## config.mk

```make
export PLATFORM = sky130hd
export DESIGN_NAME = websocket_frame_decoder_core
export DESIGN_NICKNAME = d
export VERILOG_FILES = /design/src/rtl/wfd_pkg.sv /design/src/rtl/wfd_front.sv /design/src/rtl/wfd_queue.sv /design/src/rtl/wfd_back.sv /design/src/rtl/websocket_frame_decoder_core.sv
export VERILOG_INCLUDE_DIRS = /design/src /design/src/rtl
export SDC_FILE = /design/constraint.sdc
export NUM_CORES = 1
export LEC_CHECK = 0
export ABC_AREA = 0
export BUFFER_PORTS_ARGS = -buffer_cell sky130_fd_sc_hd__clkbuf_2
export CAP_MARGIN = 0
export CORE_MARGIN = 10
export CORE_UTILIZATION = 60
export DETAILED_ROUTE_END_ITERATION = 7
export PLACE_DENSITY = 0.76
export SLEW_MARGIN = 15
export SYNTH_ARGS = -nofsm -noshare
export SYNTH_HDL_FRONTEND = slang
export SYNTH_SLANG_ARGS = --single-unit
export TNS_END_PERCENT = 20
```

## constraint.sdc

```tcl
create_clock -name clk -period 7.3 [get_ports clk]
set_input_delay 1.46 -clock clk [delete_from_list [all_inputs] [get_ports clk]]
set_output_delay 1.46 -clock clk [all_outputs]
set_load 0.05 [all_outputs]
```

## src/rtl/websocket_frame_decoder_core_defines.svh

```systemverilog
// Assertion macros for the RTL files; only wfd_queue uses them.
`ifndef WEBSOCKET_FRAME_DECODER_CORE_DEFINES_SVH
`define WEBSOCKET_FRAME_DECODER_CORE_DEFINES_SVH

// The consequent must hold in the same cycle as the antecedent.
`define WFD_ASSERT_SAME(label, clk, rst, ante, cons) \
  label: assert property (@(posedge clk) disable iff (rst) (ante) |-> (cons)) \
    else $error("websocket frame decoder check failed");

// The consequent must hold in the cycle after the antecedent.
`define WFD_ASSERT_NEXT(label, clk, rst, ante, cons) \
  label: assert property (@(posedge clk) disable iff (rst) (ante) |=> (cons)) \
    else $error("websocket frame decoder check failed");

`endif

```

## src/rtl/wfd_pkg.sv

```systemverilog
`timescale 1ns / 1ps
`default_nettype none

package wfd_pkg;

  localparam logic [6:0] LEN16_CODE = 7'd126;
  localparam logic [6:0] LEN64_CODE = 7'd127;

  localparam logic [3:0] EXT16_BYTES = 4'd2;
  localparam logic [3:0] EXT64_BYTES = 4'd8;
  localparam logic [3:0] KEY_BYTES   = 4'd4;

  localparam logic KIND_HEADER  = 1'b0;
  localparam logic KIND_PAYLOAD = 1'b1;

  localparam int QUEUE_DEPTH = 4;
  localparam int QUEUE_AW    = $clog2(QUEUE_DEPTH);
  localparam int QUEUE_CW    = $clog2(QUEUE_DEPTH + 1);

  localparam logic [QUEUE_AW-1:0] PTR_ONE  = QUEUE_AW'(1);
  localparam logic [QUEUE_CW-1:0] CNT_ONE  = QUEUE_CW'(1);
  localparam logic [QUEUE_CW-1:0] CNT_FULL = QUEUE_CW'(QUEUE_DEPTH);

  typedef struct packed {
    logic        kind;
    logic        fin;
    logic [3:0]  opcode;
    logic        masked;
    logic [63:0] payload_length;
    logic [7:0]  raw_byte;
    logic [7:0]  key_byte;
    logic        frame_end;
  } entry_t;

  typedef struct packed {
    logic full;
    logic empty;
  } queue_status_t;

endpackage

`default_nettype wire

```

## src/rtl/wfd_front.sv

```systemverilog
`timescale 1ns / 1ps
`default_nettype none

module wfd_front (
  input  wire logic                  clk,
  input  wire logic                  rst,
  input  wire logic                  in_valid,
  output logic                       in_stall,
  input  wire logic [7:0]            in_byte,
  input  wire wfd_pkg::queue_status_t q_status,
  output logic                       push,
  output wfd_pkg::entry_t            entry
);

  typedef enum logic [2:0] {
    PH_FIRST,
    PH_SECOND,
    PH_EXTLEN,
    PH_MASK,
    PH_PAYLOAD
  } phase_t;

  phase_t      phase, phase_next;
  logic        fin, fin_next;
  logic [3:0]  opcode, opcode_next;
  logic        masked, masked_next;
  logic [3:0]  hdr_count, hdr_count_next;
  logic [63:0] frame_length, frame_length_next;
  logic [31:0] mask_key, mask_key_next;
  logic [1:0]  mask_pos, mask_pos_next;
  logic [63:0] bytes_left, bytes_left_next;

  logic        fire;
  logic        finish;
  logic [3:0]  count_dec;
  logic [6:0]  len7;
  logic [7:0]  key_sel;

  assign in_stall  = q_status.full;
  assign fire      = in_valid & ~q_status.full;
  assign count_dec = hdr_count - 4'd1;
  assign len7      = in_byte[6:0];
  assign key_sel   = mask_key[{~mask_pos, 3'b000} +: 8];

  always_comb begin
    phase_next        = phase;
    fin_next          = fin;
    opcode_next       = opcode;
    masked_next       = masked;
    hdr_count_next    = hdr_count;
    frame_length_next = frame_length;
    mask_key_next     = mask_key;
    mask_pos_next     = mask_pos;
    bytes_left_next   = bytes_left;
    finish            = 1'b0;
    push              = 1'b0;
    entry             = '0;

    if (fire) begin
      case (phase)
        PH_SECOND: begin
          masked_next = in_byte[7];
          if (len7 == wfd_pkg::LEN16_CODE) begin
            frame_length_next = '0;
            hdr_count_next    = wfd_pkg::EXT16_BYTES;
            phase_next        = PH_EXTLEN;
          end else if (len7 == wfd_pkg::LEN64_CODE) begin
            frame_length_next = '0;
            hdr_count_next    = wfd_pkg::EXT64_BYTES;
            phase_next        = PH_EXTLEN;
          end else begin
            frame_length_next = {57'd0, len7};
            if (in_byte[7]) begin
              hdr_count_next = wfd_pkg::KEY_BYTES;
              phase_next     = PH_MASK;
            end else begin
              finish = 1'b1;
            end
          end
        end
        PH_EXTLEN: begin
          frame_length_next = {frame_length[55:0], in_byte};
          hdr_count_next    = count_dec;
          if (count_dec == 4'd0) begin
            if (masked) begin
              hdr_count_next = wfd_pkg::KEY_BYTES;
              phase_next     = PH_MASK;
            end else begin
              finish = 1'b1;
            end
          end
        end
        PH_MASK: begin
          mask_key_next  = {mask_key[23:0], in_byte};
          hdr_count_next = count_dec;
          if (count_dec == 4'd0) begin
            finish = 1'b1;
          end
        end
        PH_PAYLOAD: begin
          mask_pos_next        = mask_pos + 2'd1;
          bytes_left_next      = bytes_left - 64'd1;
          push                 = 1'b1;
          entry.kind           = wfd_pkg::KIND_PAYLOAD;
          entry.fin            = fin;
          entry.opcode         = opcode;
          entry.masked         = masked;
          entry.payload_length = frame_length;
          entry.raw_byte       = in_byte;
          entry.key_byte       = key_sel;
          entry.frame_end      = (bytes_left == 64'd1);
          if (bytes_left == 64'd1) begin
            phase_next = PH_FIRST;
          end
        end
        default: begin
          fin_next          = in_byte[7];
          opcode_next       = in_byte[3:0];
          masked_next       = 1'b0;
          hdr_count_next    = '0;
          frame_length_next = '0;
          mask_key_next     = '0;
          mask_pos_next     = '0;
          bytes_left_next   = '0;
          phase_next        = PH_SECOND;
        end
      endcase

      if (finish) begin
        bytes_left_next      = frame_length_next;
        mask_pos_next        = '0;
        push                 = 1'b1;
        entry.kind           = wfd_pkg::KIND_HEADER;
        entry.fin            = fin_next;
        entry.opcode         = opcode_next;
        entry.masked         = masked_next;
        entry.payload_length = frame_length_next;
        entry.frame_end      = (frame_length_next == 64'd0);
        phase_next           = (frame_length_next == 64'd0) ? PH_FIRST : PH_PAYLOAD;
      end
    end
  end

  always_ff @(posedge clk) begin
    if (rst) begin
      phase <= PH_FIRST;
    end else begin
      phase <= phase_next;
    end
    fin          <= fin_next;
    opcode       <= opcode_next;
    masked       <= masked_next;
    hdr_count    <= hdr_count_next;
    frame_length <= frame_length_next;
    mask_key     <= mask_key_next;
    mask_pos     <= mask_pos_next;
    bytes_left   <= bytes_left_next;
  end

endmodule

`default_nettype wire

```

## src/rtl/wfd_queue.sv

```systemverilog
`timescale 1ns / 1ps
`default_nettype none

`include "websocket_frame_decoder_core_defines.svh"

module wfd_queue (
  input  wire logic                   clk,
  input  wire logic                   rst,
  input  wire logic                   push,
  input  wire wfd_pkg::entry_t        push_entry,
  input  wire logic                   pop,
  output wfd_pkg::entry_t             head,
  output wfd_pkg::queue_status_t      status
);

  wfd_pkg::entry_t                 slots [wfd_pkg::QUEUE_DEPTH];
  logic [wfd_pkg::QUEUE_AW-1:0]    wr_ptr;
  logic [wfd_pkg::QUEUE_AW-1:0]    rd_ptr;
  logic [wfd_pkg::QUEUE_CW-1:0]    count;

  assign head         = slots[rd_ptr];
  assign status.full  = (count == wfd_pkg::CNT_FULL);
  assign status.empty = (count == '0);

  always_ff @(posedge clk) begin
    if (push) begin
      slots[wr_ptr] <= push_entry;
    end
  end

  always_ff @(posedge clk) begin
    if (rst) begin
      wr_ptr <= '0;
      rd_ptr <= '0;
      count  <= '0;
    end else begin
      if (push) begin
        wr_ptr <= wr_ptr + wfd_pkg::PTR_ONE;
      end
      if (pop) begin
        rd_ptr <= rd_ptr + wfd_pkg::PTR_ONE;
      end
      if (push && !pop) begin
        count <= count + wfd_pkg::CNT_ONE;
      end else if (pop && !push) begin
        count <= count - wfd_pkg::CNT_ONE;
      end
    end
  end

  `WFD_ASSERT_SAME(a_no_push_when_full, clk, rst, status.full, !push)
  `WFD_ASSERT_SAME(a_no_pop_when_empty, clk, rst, status.empty, !pop)
  `WFD_ASSERT_SAME(a_count_bounded, clk, rst, 1'b1, count <= wfd_pkg::CNT_FULL)
  `WFD_ASSERT_NEXT(a_push_grows, clk, rst, push && !pop, count == $past(count) + wfd_pkg::CNT_ONE)

endmodule

`default_nettype wire

```

## src/rtl/wfd_back.sv

```systemverilog
`timescale 1ns / 1ps
`default_nettype none

module wfd_back (
  input  wire logic                   clk,
  input  wire logic                   rst,
  input  wire wfd_pkg::entry_t        head,
  input  wire wfd_pkg::queue_status_t q_status,
  output logic                        pop,
  output logic                        out_valid,
  input  wire logic                   out_stall,
  output logic                        kind,
  output logic                        fin,
  output logic [3:0]                  opcode,
  output logic                        masked,
  output logic [63:0]                 payload_length,
  output logic [7:0]                  payload_byte,
  output logic                        frame_end
);

  assign pop = ~q_status.empty & (~out_valid | ~out_stall);

  always_ff @(posedge clk) begin
    if (rst) begin
      out_valid <= 1'b0;
    end else if (pop) begin
      out_valid <= 1'b1;
    end else if (!out_stall) begin
      out_valid <= 1'b0;
    end
    if (pop) begin
      kind           <= head.kind;
      fin            <= head.fin;
      opcode         <= head.opcode;
      masked         <= head.masked;
      payload_length <= head.payload_length;
      payload_byte   <= head.raw_byte ^ head.key_byte;
      frame_end      <= head.frame_end;
    end
  end

endmodule

`default_nettype wire

```

## src/rtl/websocket_frame_decoder_core.sv

```systemverilog
`timescale 1ns / 1ps
`default_nettype none

// Parses a WebSocket byte stream, one word of one byte each cycle while in_stall is low.
// The input channel takes stream bytes on in_byte with in_valid and in_stall.
// The output channel gives one word per header and one per payload byte:
// kind is 0 for a header word and 1 for a payload word, payload_byte holds
// the unmasked byte, and frame_end marks the last word of a frame.
// A byte that completes a header or carries payload gives its word, through a
// queue slot and then the output register, on the output ports; other header bytes give none.
// Throughput is one byte per cycle while in_stall is low; a four-word queue
// lies between the header parser and the output register.
// When the receiver stalls, the output word holds, the queue fills, and after
// four more words in_stall rises until the receiver takes words again.
// Reset empties the queue and the output register and makes the next byte
// the first byte of a new frame header.
module websocket_frame_decoder_core (
  input  wire logic        clk,
  input  wire logic        rst,
  input  wire logic        in_valid,
  output logic             in_stall,
  input  wire logic [7:0]  in_byte,
  output logic             out_valid,
  input  wire logic        out_stall,
  output logic             kind,
  output logic             fin,
  output logic [3:0]       opcode,
  output logic             masked,
  output logic [63:0]      payload_length,
  output logic [7:0]       payload_byte,
  output logic             frame_end
);

  logic                   push;
  logic                   pop;
  wfd_pkg::entry_t        push_entry;
  wfd_pkg::entry_t        head;
  wfd_pkg::queue_status_t q_status;

  wfd_front u_front (
    .clk      (clk),
    .rst      (rst),
    .in_valid (in_valid),
    .in_stall (in_stall),
    .in_byte  (in_byte),
    .q_status (q_status),
    .push     (push),
    .entry    (push_entry)
  );

  wfd_queue u_queue (
    .clk        (clk),
    .rst        (rst),
    .push       (push),
    .push_entry (push_entry),
    .pop        (pop),
    .head       (head),
    .status     (q_status)
  );

  wfd_back u_back (
    .clk            (clk),
    .rst            (rst),
    .head           (head),
    .q_status       (q_status),
    .pop            (pop),
    .out_valid      (out_valid),
    .out_stall      (out_stall),
    .kind           (kind),
    .fin            (fin),
    .opcode         (opcode),
    .masked         (masked),
    .payload_length (payload_length),
    .payload_byte   (payload_byte),
    .frame_end      (frame_end)
  );

endmodule

`default_nettype wire

```

# Word level (Yosys, flattened, before mapping)
# Memories as Yosys holds them, arrays and structs flattened. A register that Yosys moved wholly into a read port is not among the register bits.
# Cells that the tools add are included.
[totals]
mem_bits_ro = 0
reg_bits = 263
elab_cells = 122
inputBits = 12
ramBits = 352
latch_bits = 0
out_inout_bits = 82
memories = 1
[mem_list]
columns = ["name", "words", "width", "rd", "rd_ports_with_merged_regs", "wr", "line", "source"]
rows = [
  ["u_queue.slots", 4, 88, 1, 1, 1, "wfd_queue.sv:16", "wfd_pkg::entry_t slots [wfd_pkg::QUEUE_DEPTH];"],
]
[classes]
eq_ne = 16
shifts = 1
n_reduce_logical = 17
bitwise_logic = 11
order_cmp = 0
n_div = 0
addsub = 7
mux = 49
n_mul = 0
[op_table]
columns = ["op", "count"]
rows = [
  ["64-bit two-way mux", 3],
  ["64-bit one-hot mux with 3 select lines", 1],
  ["88-bit two-way mux", 2],
  ["64-bit one-hot mux with 2 select lines", 1],
  ["71-bit two-way mux", 1],
  ["64-bit by 1-bit == test with 1-bit output (second input constant)", 1],
  ["64-bit logical NOT", 1],
  ["32-bit one-hot mux with 2 select lines", 1],
  ["64-bit by 1-bit subtractor with 64-bit output (second input constant)", 1],
  ["32-bit by 6-bit variable part select with 8-bit output", 1],
  ["3-bit two-way mux", 10],
  ["4-bit two-way mux", 6],
  ["1-bit two-way mux", 16],
  ["4-bit one-hot mux with 4 select lines", 1],
  ["7-bit == test (second input constant)", 2],
  ["3-bit one-hot mux with 4 select lines", 1],
  ["3-bit by 1-bit != test with 1-bit output (second input constant)", 3],
  ["3-bit OR reduction", 3],
  ["8-bit XOR", 1],
  ["7-bit two-way mux", 1],
  ["2-bit by 1-bit adder with 2-bit output (second input constant)", 3],
  ["3-bit by 2-bit == test with 1-bit output (second input constant)", 2],
  ["3-bit == test (second input constant)", 2],
  ["2-bit by 1-bit != test with 1-bit output (second input constant)", 3],
  ["other kinds (24)", 34],
]

# Depth between registers and ports, before layout
# Gate-level depths: netlist of the first run.
[depth]
ltp_word = 11
mapped_depth = 14
ltp_nobuf = 13

# Modules after synthesis
# A second synthesis of the first run with hierarchy kept.
[unflattened]
cells_unflattened = 1682
hier_area_um2 = 26525.4
[by_module_without_submodules]
columns = ["module", "n_inst", "area_per_inst_um2", "cells_each", "seq_area_each_um2"]
rows = [
  ["wfd_queue", 1, 13120.1, 504, 10750.3],
  ["wfd_front", 1, 10895.4, 1086, 5225.0],
  ["wfd_back", 1, 2509.9, 92, 2422.3],
]

# Worst setup path before layout of the first run
# Ideal clock, no wire load.
[synth_timing]
path_kind = "input to register"
start = "input out_stall"
end = "register u_queue.count[2] (netlist name)"
n_path_buf = 0
stages = 8
arrival_ns = 6.756
t_required_ns = 7.229
setup_slack_ns = 0.473
setup_time_ns = 0.071
path_cell_list = "a21oi_1 inv_1 ha_1 inv_1 fa_1 xor2_1 or3_1 a21oi_1"
[synth_via]
elab_chain_len = 6
word_cells_on_any_way = 8
classes_between = "mux: 1; bitwise: 3; reduce/logical: 4"
[synth_lines]
columns = ["element", "line", "source"]
rows = [
  ["start: declaration", "websocket_frame_decoder_core.sv:24", "input wire logic out_stall,"],
  ["1-bit NOT (*)", "wfd_back.sv:21", "assign pop = ~q_status.empty & (~out_valid | ~out_stall);"],
  ["1-bit bitwise OR (*)", "wfd_back.sv:21", ""],
  ["1-bit bitwise AND (*)", "wfd_back.sv:21", ""],
  ["1-bit logical NOT", "wfd_queue.sv:43", "if (push && !pop) begin"],
  ["1-bit logical AND", "wfd_queue.sv:43", ""],
  ["3-bit two-way mux or 2-bit nonzero test (tied branches)", "-", ""],
  ["end signal: assignment", "wfd_queue.sv:44", "count <= count + wfd_pkg::CNT_ONE;"],
  ["end signal: assignment", "wfd_queue.sv:46", "count <= count - wfd_pkg::CNT_ONE;"],
  ["end: declaration", "wfd_queue.sv:19", "logic [wfd_pkg::QUEUE_CW-1:0] count;"],
]
# Every way passes the cells marked *; elsewhere a longest branch is shown, timed or not.
# A chain may end at the register's enable or synchronous reset.

# Worst setup path after layout of the first run
[layout_timing]
start = "register u_front.phase[1]"
end = "memory u_queue.slots[3][59] (netlist name), enable pin"
[layout_via]
elab_chain_len = 7
word_cells_on_any_way = 11
classes_between = "eq/ne: 4; mux: 7"
[layout_lines]
columns = ["element", "line", "source"]
rows = [
  ["start: declaration", "wfd_front.sv:23", "phase_t phase, phase_next;"],
  ["start signal: assignment", "wfd_front.sv:148", "phase <= phase_next;"],
  ["3-bit by 2-bit == test with 1-bit output or 3-bit by 1-bit == test with 1-bit output (tied branches)", "wfd_front.sv:60", "case (phase)"],
  ["1-bit one-hot mux with 3 select lines", "wfd_front.sv:60", ""],
  ["1-bit two-way mux", "wfd_front.sv:59", "if (fire) begin"],
  ["1-bit two-way mux (*)", "wfd_front.sv:129", "if (finish) begin"],
  ["1-bit two-way mux (*)", "wfd_front.sv:59", ""],
  ["via push", "websocket_frame_decoder_core.sv:34", "logic push;"],
  ["1-bit two-way mux (*)", "wfd_queue.sv:26", "if (push) begin"],
  ["1-bit two-way mux (not written as such) (*)", "wfd_queue.sv:27", "slots[wr_ptr] <= push_entry;"],
  ["end: declaration", "wfd_queue.sv:16", ""],
]
# The timed path passes the listed nets; every way through them passes the cells marked *. The select of a mux whose other input is x is not followed.

==> metrics.md, run 1 <==
| Metric | Value |
|---|---|
| Status | `complete, no violations` |
| Post-Place Worst Slack | `2.55 ns` |
| Synth-to-Final Area Change | `12.3%` |
| FF-to-FF End | `u_queue.slots[3][59]` |
| WL per Instance | `24.3 µm` |
| Peak VDD IR | `0.000257 V` |
| Overflow after GRT | `0` |
| Starting Density | `61.0%` |
| Core area | `0.0433 mm²` |
| Max Cap Viol | `0` |
| Root Driver | `clkbuf_16` |
| Vias per cell | `roughly 6.4` |
| Final worst path period need | `4.51 ns` |
| Synth Cell Area | `0.0264 mm²` |
| EDFF count, synth | `604` |
| Crit-path max cell delay | `0.92 ns` |
| Cts repair resizes | `0` |
| Register area | `approximately 0.018 mm²` |
| Hold Vio Cnt, Final | `0` |
| Crit path depth | `7` |
| CP max stage cell | `nor4b_1` |
| Final worst-path cycle share | `between 60 and 70%` |
| DRC | `0` |
| Most frequent cells in the layout | `edfxtp_1, nand2_1, clkbuf_2, mux4_2, o21ai_0` |
| Power per cell area | `~380 mW/mm²` |
| Synthesized instance count | `about 1.7k` |
| Hold-fix buffers, CTS | `0` |
| Post-Route Skew | `roughly 0.022 ns` |
| Detailed Place HPWL | `roughly 37000 µm` |
| Crit-path max FO | `between 40 and 50` |
| Fmax | `roughly 220 MHz` |
| Clock Sinks | `a little over 600` |
| Leak pwr | `10.2 nW` |
| Worst endpoint data arrival time | `approximately 4.8 ns` |
| Detailed router's first-iteration violation count | `around 1.7k` |
| Vias | `roughly 15k` |
| Final GP Congestion | `0.902` |
| Startpoint types | `flip-flop` |
| Die area | `0.0528 mm²` |
| Tightest Hold Check Type | `flip-flop to flip-flop` |
| Fill cells | `approximately 2.8k` |
| #FFs+latches synth | `617` |
| Final setup viols | `0` |
| Crit Reg-Reg Startpoint | `u_front.phase[1]` |
| CP Class | `flip-flop to flip-flop` |
| Most common library cell in the layout ignoring fill and taps | `edfxtp_1` |
| First-pass GRT wire length | `about 92000 µm` |
| Final Cell Area | `0.0296 mm²` |
| Width of the die | `~230 µm` |
| Crit path from | `u_front.phase[1]` |
| Die Height | `between 200 and 250 µm` |
| I/O pins | `94` |
| Top cell family by delay on the critical path | `simple AND/OR/NAND/NOR gates` |
| Slew HR | `just over 30%` |
| Post-synthesis sequential area ratio | `~70%` |
| Vias in the first global route | `about 15k` |
| Required @ worst endpoint | `roughly 7.6 ns` |
| CTS clock-pin slew for the worst setup and hold paths | `0.06 ns` |
| Drt first pass iters | `6` |
| WL final | `58200 µm` |
| RSZ-0062 raised after global routing | `no` |
| Worst slew pin tran | `1.03 ns` |
| Gr usage total | `22.0%` |
| Num CTS Buffers | `between 50 and 60` |
| Post-route ant nets | `0` |
| Max clock buf depth | `3` |
| Crit end category | `flip-flop` |
| Footprint of the multi-input gates | `0.00736 mm²` |
| Post-synth cell types | `70` |
| Top_reg_cell synth | `edfxtp_1` |
| Post-Route Utilization | `between 60% and 70%` |
| PnR worst setup slack | `approximately 2.8 ns` |
| Synth Area per Inst | `~16 µm²` |
| Ys Warns | `0` |
| Slew Limit Fails | `0` |
| Reg2Reg Setup Slack | `2.79 ns` |
| Site row count | `76` |
| Pin count of the biggest net entering global routing | `65` |
| Asr flop ratio synth | `0%` |
| Syn_nets | `1697` |
| Fraction of layout cells with a size suffix above 1 | `19.4%` |
| TNS Setup | `0 ns` |
| Initial antenna violation count | `0` |
| R2R depth | `7` |
| Worst-skew pair later-pin latency | `between 0.6 and 0.7 ns` |
| # Post-CTS Setup Buffers | `0` |
| Buf+Inv Stages, Crit Path | `3` |
| Placed Area | `approximately 0.028 mm²` |
| Worst-path cell chain | `buf_4 > inv_1 > nor4b_1 > o211ai_1 > nand2_1 > and2_4 > buf_4` |
| CP dominant cell by count | `buf_4` |
| Setup crit end | `u_queue.slots[3][59]` |
| H-tree depth | `2` |
| CTS tree | `built` |
| Final Net Count | `about 1.8k` |
| Antenna cells | `0` |
| PortBufs | `93` |
## final cells by class
| type | count | share of cell area [%] |
|---|---|---|
| clock inverter | 42 | 1.80 |
| timing repair buffer | 131 | 2.53 |
| tap | 585 | 2.47 |
| multi-input combinational | 876 | 24.8 |
| sequential | 617 | 62.1 |
| clock buffer | 68 | 5.24 |
| inverter | 78 | 0.992 |
## power breakdown
part	leakage, nW	total, mW	switching, mW	internal [mW]
sequential	5.86	5.12	0.431	4.69
combinational	3.30	2.81	1.96	0.847
clock	1.01	3.26	1.31	1.95
## worst reg2reg max path: stages, from the launching register on
cell	delay (ns)
dfxtp_2	0.82
buf_4	0.56
inv_1	0.16
nor4b_1	0.92
o211ai_1	0.25
nand2_1	0.28
and2_4	0.66
buf_4	0.53
## cell families (layout without fill, tap and decap cells)
group	after synthesis	count (layout)	share of synthesized area [%]
buffers and inverters	182	319	2.65
xor gates and xnor gates	98	98	3.25
muxes	95	95	7.80
AOI/OAI and AO/OA	251	251	6.22
DFF	617	617	69.7
adders and majority gates	10	10	0.502
and+or+nand+nor	422	422	9.87
## cells in the mapped netlist (5+ instances only)
library cell / number / share of area (%)
or3_1: 11 / 0.26
nor3_1: 28 / 0.53
ha_1: 9 / 0.43
xor2_1: 59 / 2.0
a221oi_1: 8 / 0.27
a21oi_1: 13 / 0.25
mux4_2: 88 / 7.5
a22o_1: 8 / 0.27
nand2b_1: 5 / 0.12
a211oi_1: 27 / 0.77
a2bb2oi_1: 12 / 0.40
a222oi_1: 8 / 0.30
o22ai_1: 59 / 1.4
nor4b_1: 5 / 0.17
nor2b_1: 20 / 0.47
and3_1: 27 / 0.64
buf_1: 15 / 0.21
nor4bb_1: 57 / 2.2
edfxtp_1: 604 / 69
nand4_1: 15 / 0.36
nand3b_1: 5 / 0.14
nor4_1: 15 / 0.36
xnor2_1: 39 / 1.3
clkbuf_1: 79 / 1.1
or4_1: 9 / 0.26
nand2_1: 96 / 1.4
a22oi_1: 14 / 0.40
dfxtp_1: 13 / 0.99
mux2_2: 5 / 0.21
and2_1: 48 / 1.1
inv_1: 76 / 1.1
nand3_1: 17 / 0.32
nor2_1: 35 / 0.50
buf_2: 8 / 0.15
o21ai_0: 81 / 1.5
## stage by stage
step	hold WS, ns	std cells	power (mW)
after detailed placement	0.494	2287	8.00
after floorplan	0.466	1675	7.21
after global placement	0.487	2287	7.95
after CTS	0.502	2397	11.3
final	0.503	2397	11.2
after global routing	0.540	2397	11.6
## how the worst min path moves through the flow
stage                startpoint                to  slack [ns]  cells after the start
6_report       u_queue.count[2]  u_queue.count[2]        0.50                      2
5_1_grt        u_queue.count[2]  u_queue.count[2]        0.54                      2
4_1_cts        u_queue.count[2]  u_queue.count[2]        0.50                      2
3_5_place_dp   u_queue.count[2]  u_queue.count[2]        0.49                      2
3_3_place_gp   u_back.out_valid  u_back.out_valid        0.49                      2
2_1_floorplan  u_queue.count[2]  u_queue.count[2]        0.47                      2
## registers in the layout, indices dropped and copies added (netlist names), 2 cells and up, named ones only
name,cells
u_back.opcode,4
u_front.mask_pos,2
u_back.payload_byte,8
u_back.payload_length,64
u_queue.slots,352
u_front.opcode,4
u_front.frame_length,64
u_front.hdr_count,4
u_front.phase,3
u_front.bytes_left,64
u_queue.rd_ptr,2
u_front.mask_key,32
u_queue.count,3
u_queue.wr_ptr,2
## layer usage
layer / GRT usage, % / wire length (µm) / vias to the layer above
met2: 35.6 / 28700 / 690
li1: - / - / 6771
met5: 0 / 0 / -
met1: 29.7 / 23300 / 7874
met4: 7.30 / 1760 / 0
met3: 4.28 / 4470 / 120
No activity file was read; power rests on OpenSTA's default activity.
==> inputs of run 2 (changes only) <==
clock period = 4.2 ns   (was 7.3 ns; I/O delays follow)
==> run 2 against run 1 <==
  * Sequential share of layout area down 0.31 points
  * Count of clock-buffer cells in the layout shrank 3
  * Core utilization increased by 0.34 points
  * First-iteration DRC count decreased by 3.6%
  * Die area stayed put
  * Sequential cell count is the same
  * Final cell count grew 1.1%
  * Clock skew about the same
  * Wire length is 0.14% higher
  * Non-clock buffer count rose by 32
  * Fmax rose by 20%
  * Largest cell class unchanged
  * Largest power group unchanged
==> metrics.md, run 2 (synthesis results as in run 1) <==
| Metric | Value |
|---|---|
| First-pass GRT wire length | `91100 µm (was 91500 µm)` |
| Final setup viols | `0 (unchanged)` |
| Max Cap Viol | `0 (unchanged)` |
| Hold-fix buffers, CTS | `0 (unchanged)` |
| Detailed router's first-iteration violation count | `1627 (was 1688)` |
| Clock Sinks | `617 (unchanged)` |
| I/O pins | `94 (unchanged)` |
| Fraction of layout cells with a size suffix above 1 | `20.4% (was 19.4%)` |
| Crit end category | `flip-flop (unchanged)` |
| Final Net Count | `1816 (was 1785)` |
| Post-Route Utilization | `68.8% (was 68.5%)` |
| # Post-CTS Setup Buffers | `0 (unchanged)` |
| Crit-path max FO | `46 (was 49)` |
| Initial antenna violation count | `0 (unchanged)` |
| Starting Density | `61.0% (unchanged)` |
| CTS tree | `built (unchanged)` |
| Required @ worst endpoint | `4.54 ns (was 7.58 ns)` |
| Largest register FFs | `352 (unchanged)` |
| Peak VDD IR | `0.000706 V (was 0.000257 V)` |
| Site row count | `76 (unchanged)` |
| Pin count of the biggest net entering global routing | `65 (unchanged)` |
| Vias in the first global route | `15.4k (about the same)` |
| RSZ-0062 raised after global routing | `no (unchanged)` |
| Synth-to-Final Area Change | `12.8% (was 12.3%)` |
| Slew HR | `28.5% (was 30.2%)` |
| Core area | `0.0433 mm² (unchanged)` |
| Fill cells | `2833 (was 2795)` |
| Worst slew pin tran | `1.07 ns (was 1.03 ns)` |
| Detailed Place HPWL | `36800 µm (was 36500 µm)` |
| Most common library cell in the layout ignoring fill and taps | `edfxtp_1 (unchanged)` |
| H-tree depth | `2 (unchanged)` |
| PortBufs | `93 (unchanged)` |
| Overflow after GRT | `0 (unchanged)` |
| Root Driver | `clkbuf_16 (unchanged)` |
| Hold Vio Cnt, Final | `0 (unchanged)` |
| Vias | `15.4k (was 15.5k)` |
| Num CTS Buffers | `58 (was 59)` |
| Startpoint types | `flip-flop (unchanged)` |
| Gr usage total | `22.1% (was 22.0%)` |
| Die Height | `230 µm (unchanged)` |
| Post-Route Skew | `0.0227 ns (was 0.0222 ns)` |
| Worst-skew pair later-pin latency | `0.62 ns (about the same)` |
| Width of the die | `230 µm (unchanged)` |
| Die area | `0.0528 mm² (unchanged)` |
| Final GP Congestion | `0.895 (was 0.902)` |
| Power per cell area | `641 mW/mm² (was 378 mW/mm²)` |
| Final worst path period need | `3.76 ns (was 4.51 ns)` |
| Post-route ant nets | `0 (unchanged)` |
| Slew Limit Fails | `0 (unchanged)` |
| Status | `complete, no violations (unchanged)` |
| WL final | `58300 µm (was 58200 µm)` |
| Vias per cell | `6.36 (was 6.45)` |
| Max clock buf depth | `3 (unchanged)` |
| Final worst-path cycle share | `89.5% (was 61.8%)` |
| Most frequent cells in the layout | `edfxtp_1, nand2_1, clkbuf_2, mux4_2, o21ai_0 (unchanged)` |
| Cts repair resizes | `0 (unchanged)` |
| Worst endpoint data arrival time | `4.10 ns (was 4.80 ns)` |
| Top reg by flops | `u_queue.slots (unchanged)` |
| CP Class | `flip-flop to flip-flop (unchanged)` |
| DRC | `0 (unchanged)` |
| Tightest Hold Check Type | `flip-flop to flip-flop (unchanged)` |
| Drt first pass iters | `6 (unchanged)` |
| Fmax | `266 MHz (was 222 MHz)` |
| Leak pwr | `10.3 nW (was 10.2 nW)` |
| Min Hold Slack | `0.509 ns (was 0.503 ns)` |
| CTS clock-pin slew for the worst setup and hold paths | `0.06 ns (about the same)` |
| Antenna cells | `0 (unchanged)` |
| WL per Instance | `24.1 µm (was 24.3 µm)` |
-- run 2: worst max-delay path: stages, from the launching register on --
cell	delay, ns
dfxtp_2	0.89
buf_4	0.43
nor4bb_1	0.10
a211oi_1	0.30
buf_4	0.19
nand4_1	0.16
or4_1	0.55
nor4_1	0.31
nand3_1	0.17
o32ai_1	0.35
-- run 2: layout make-up --
| cell class | count | area (µm²) | area share (%) |
|---|---|---|---|
| repair buffers | 163 | 1070 | 3.58 |
| clock buffers | 65 | 1480 | 4.96 |
| well taps | 585 | 732 | 2.46 |
| clock inverters | 40 | 447 | 1.50 |
| flip-flops and latches | 617 | 18400 | 61.8 |
| inverters | 78 | 294 | 0.987 |
| multi-input cells | 876 | 7350 | 24.7 |
-- run 2: metal layers --
metal  wire (µm)  track usage (%)
met1       23700             30.3
met2       28000             34.9
met3        4920             4.59
met4        1690             7.50
met5           0                0
-- run 2: final timing paths --
path	start	endpoint	slack [ns]	depth (start not counted)
min reg2reg	u_back.out_valid	u_back.out_valid	0.51	2
max reg2reg	u_front.phase[0]	u_queue.slots[3][0]	0.44	9
max	u_front.phase[0]	u_queue.slots[3][0]	0.44	9
min	u_back.out_valid	u_back.out_valid	0.51	2
-- run 2: stage by stage --
stage | instance area [µm²] | TNS [ns] | power (mW) | worst slack, ns | cells
3_3_place_gp | 27900 | 0 | 13.9 | 0.541 | 2319
3_5_place_dp | 27900 | 0 | 14.0 | 0.515 | 2319
2_1_floorplan | 26400 | -124.61 | 12.5 | -0.354 | 1675
5_1_grt | 29800 | 0 | 19.9 | 0.204 | 2424
4_1_cts | 29800 | 0 | 19.2 | 0.482 | 2424
6_report | 29800 | 0 | 19.1 | 0.442 | 2424
-- run 2: where the power goes --
group          switching, mW  total [mW]  internal [mW]  leakage, nW
registers              0.762        8.90           8.14         5.87
logic                   3.38        4.92           1.54         3.47
clock network           2.24        5.27           3.03        0.922
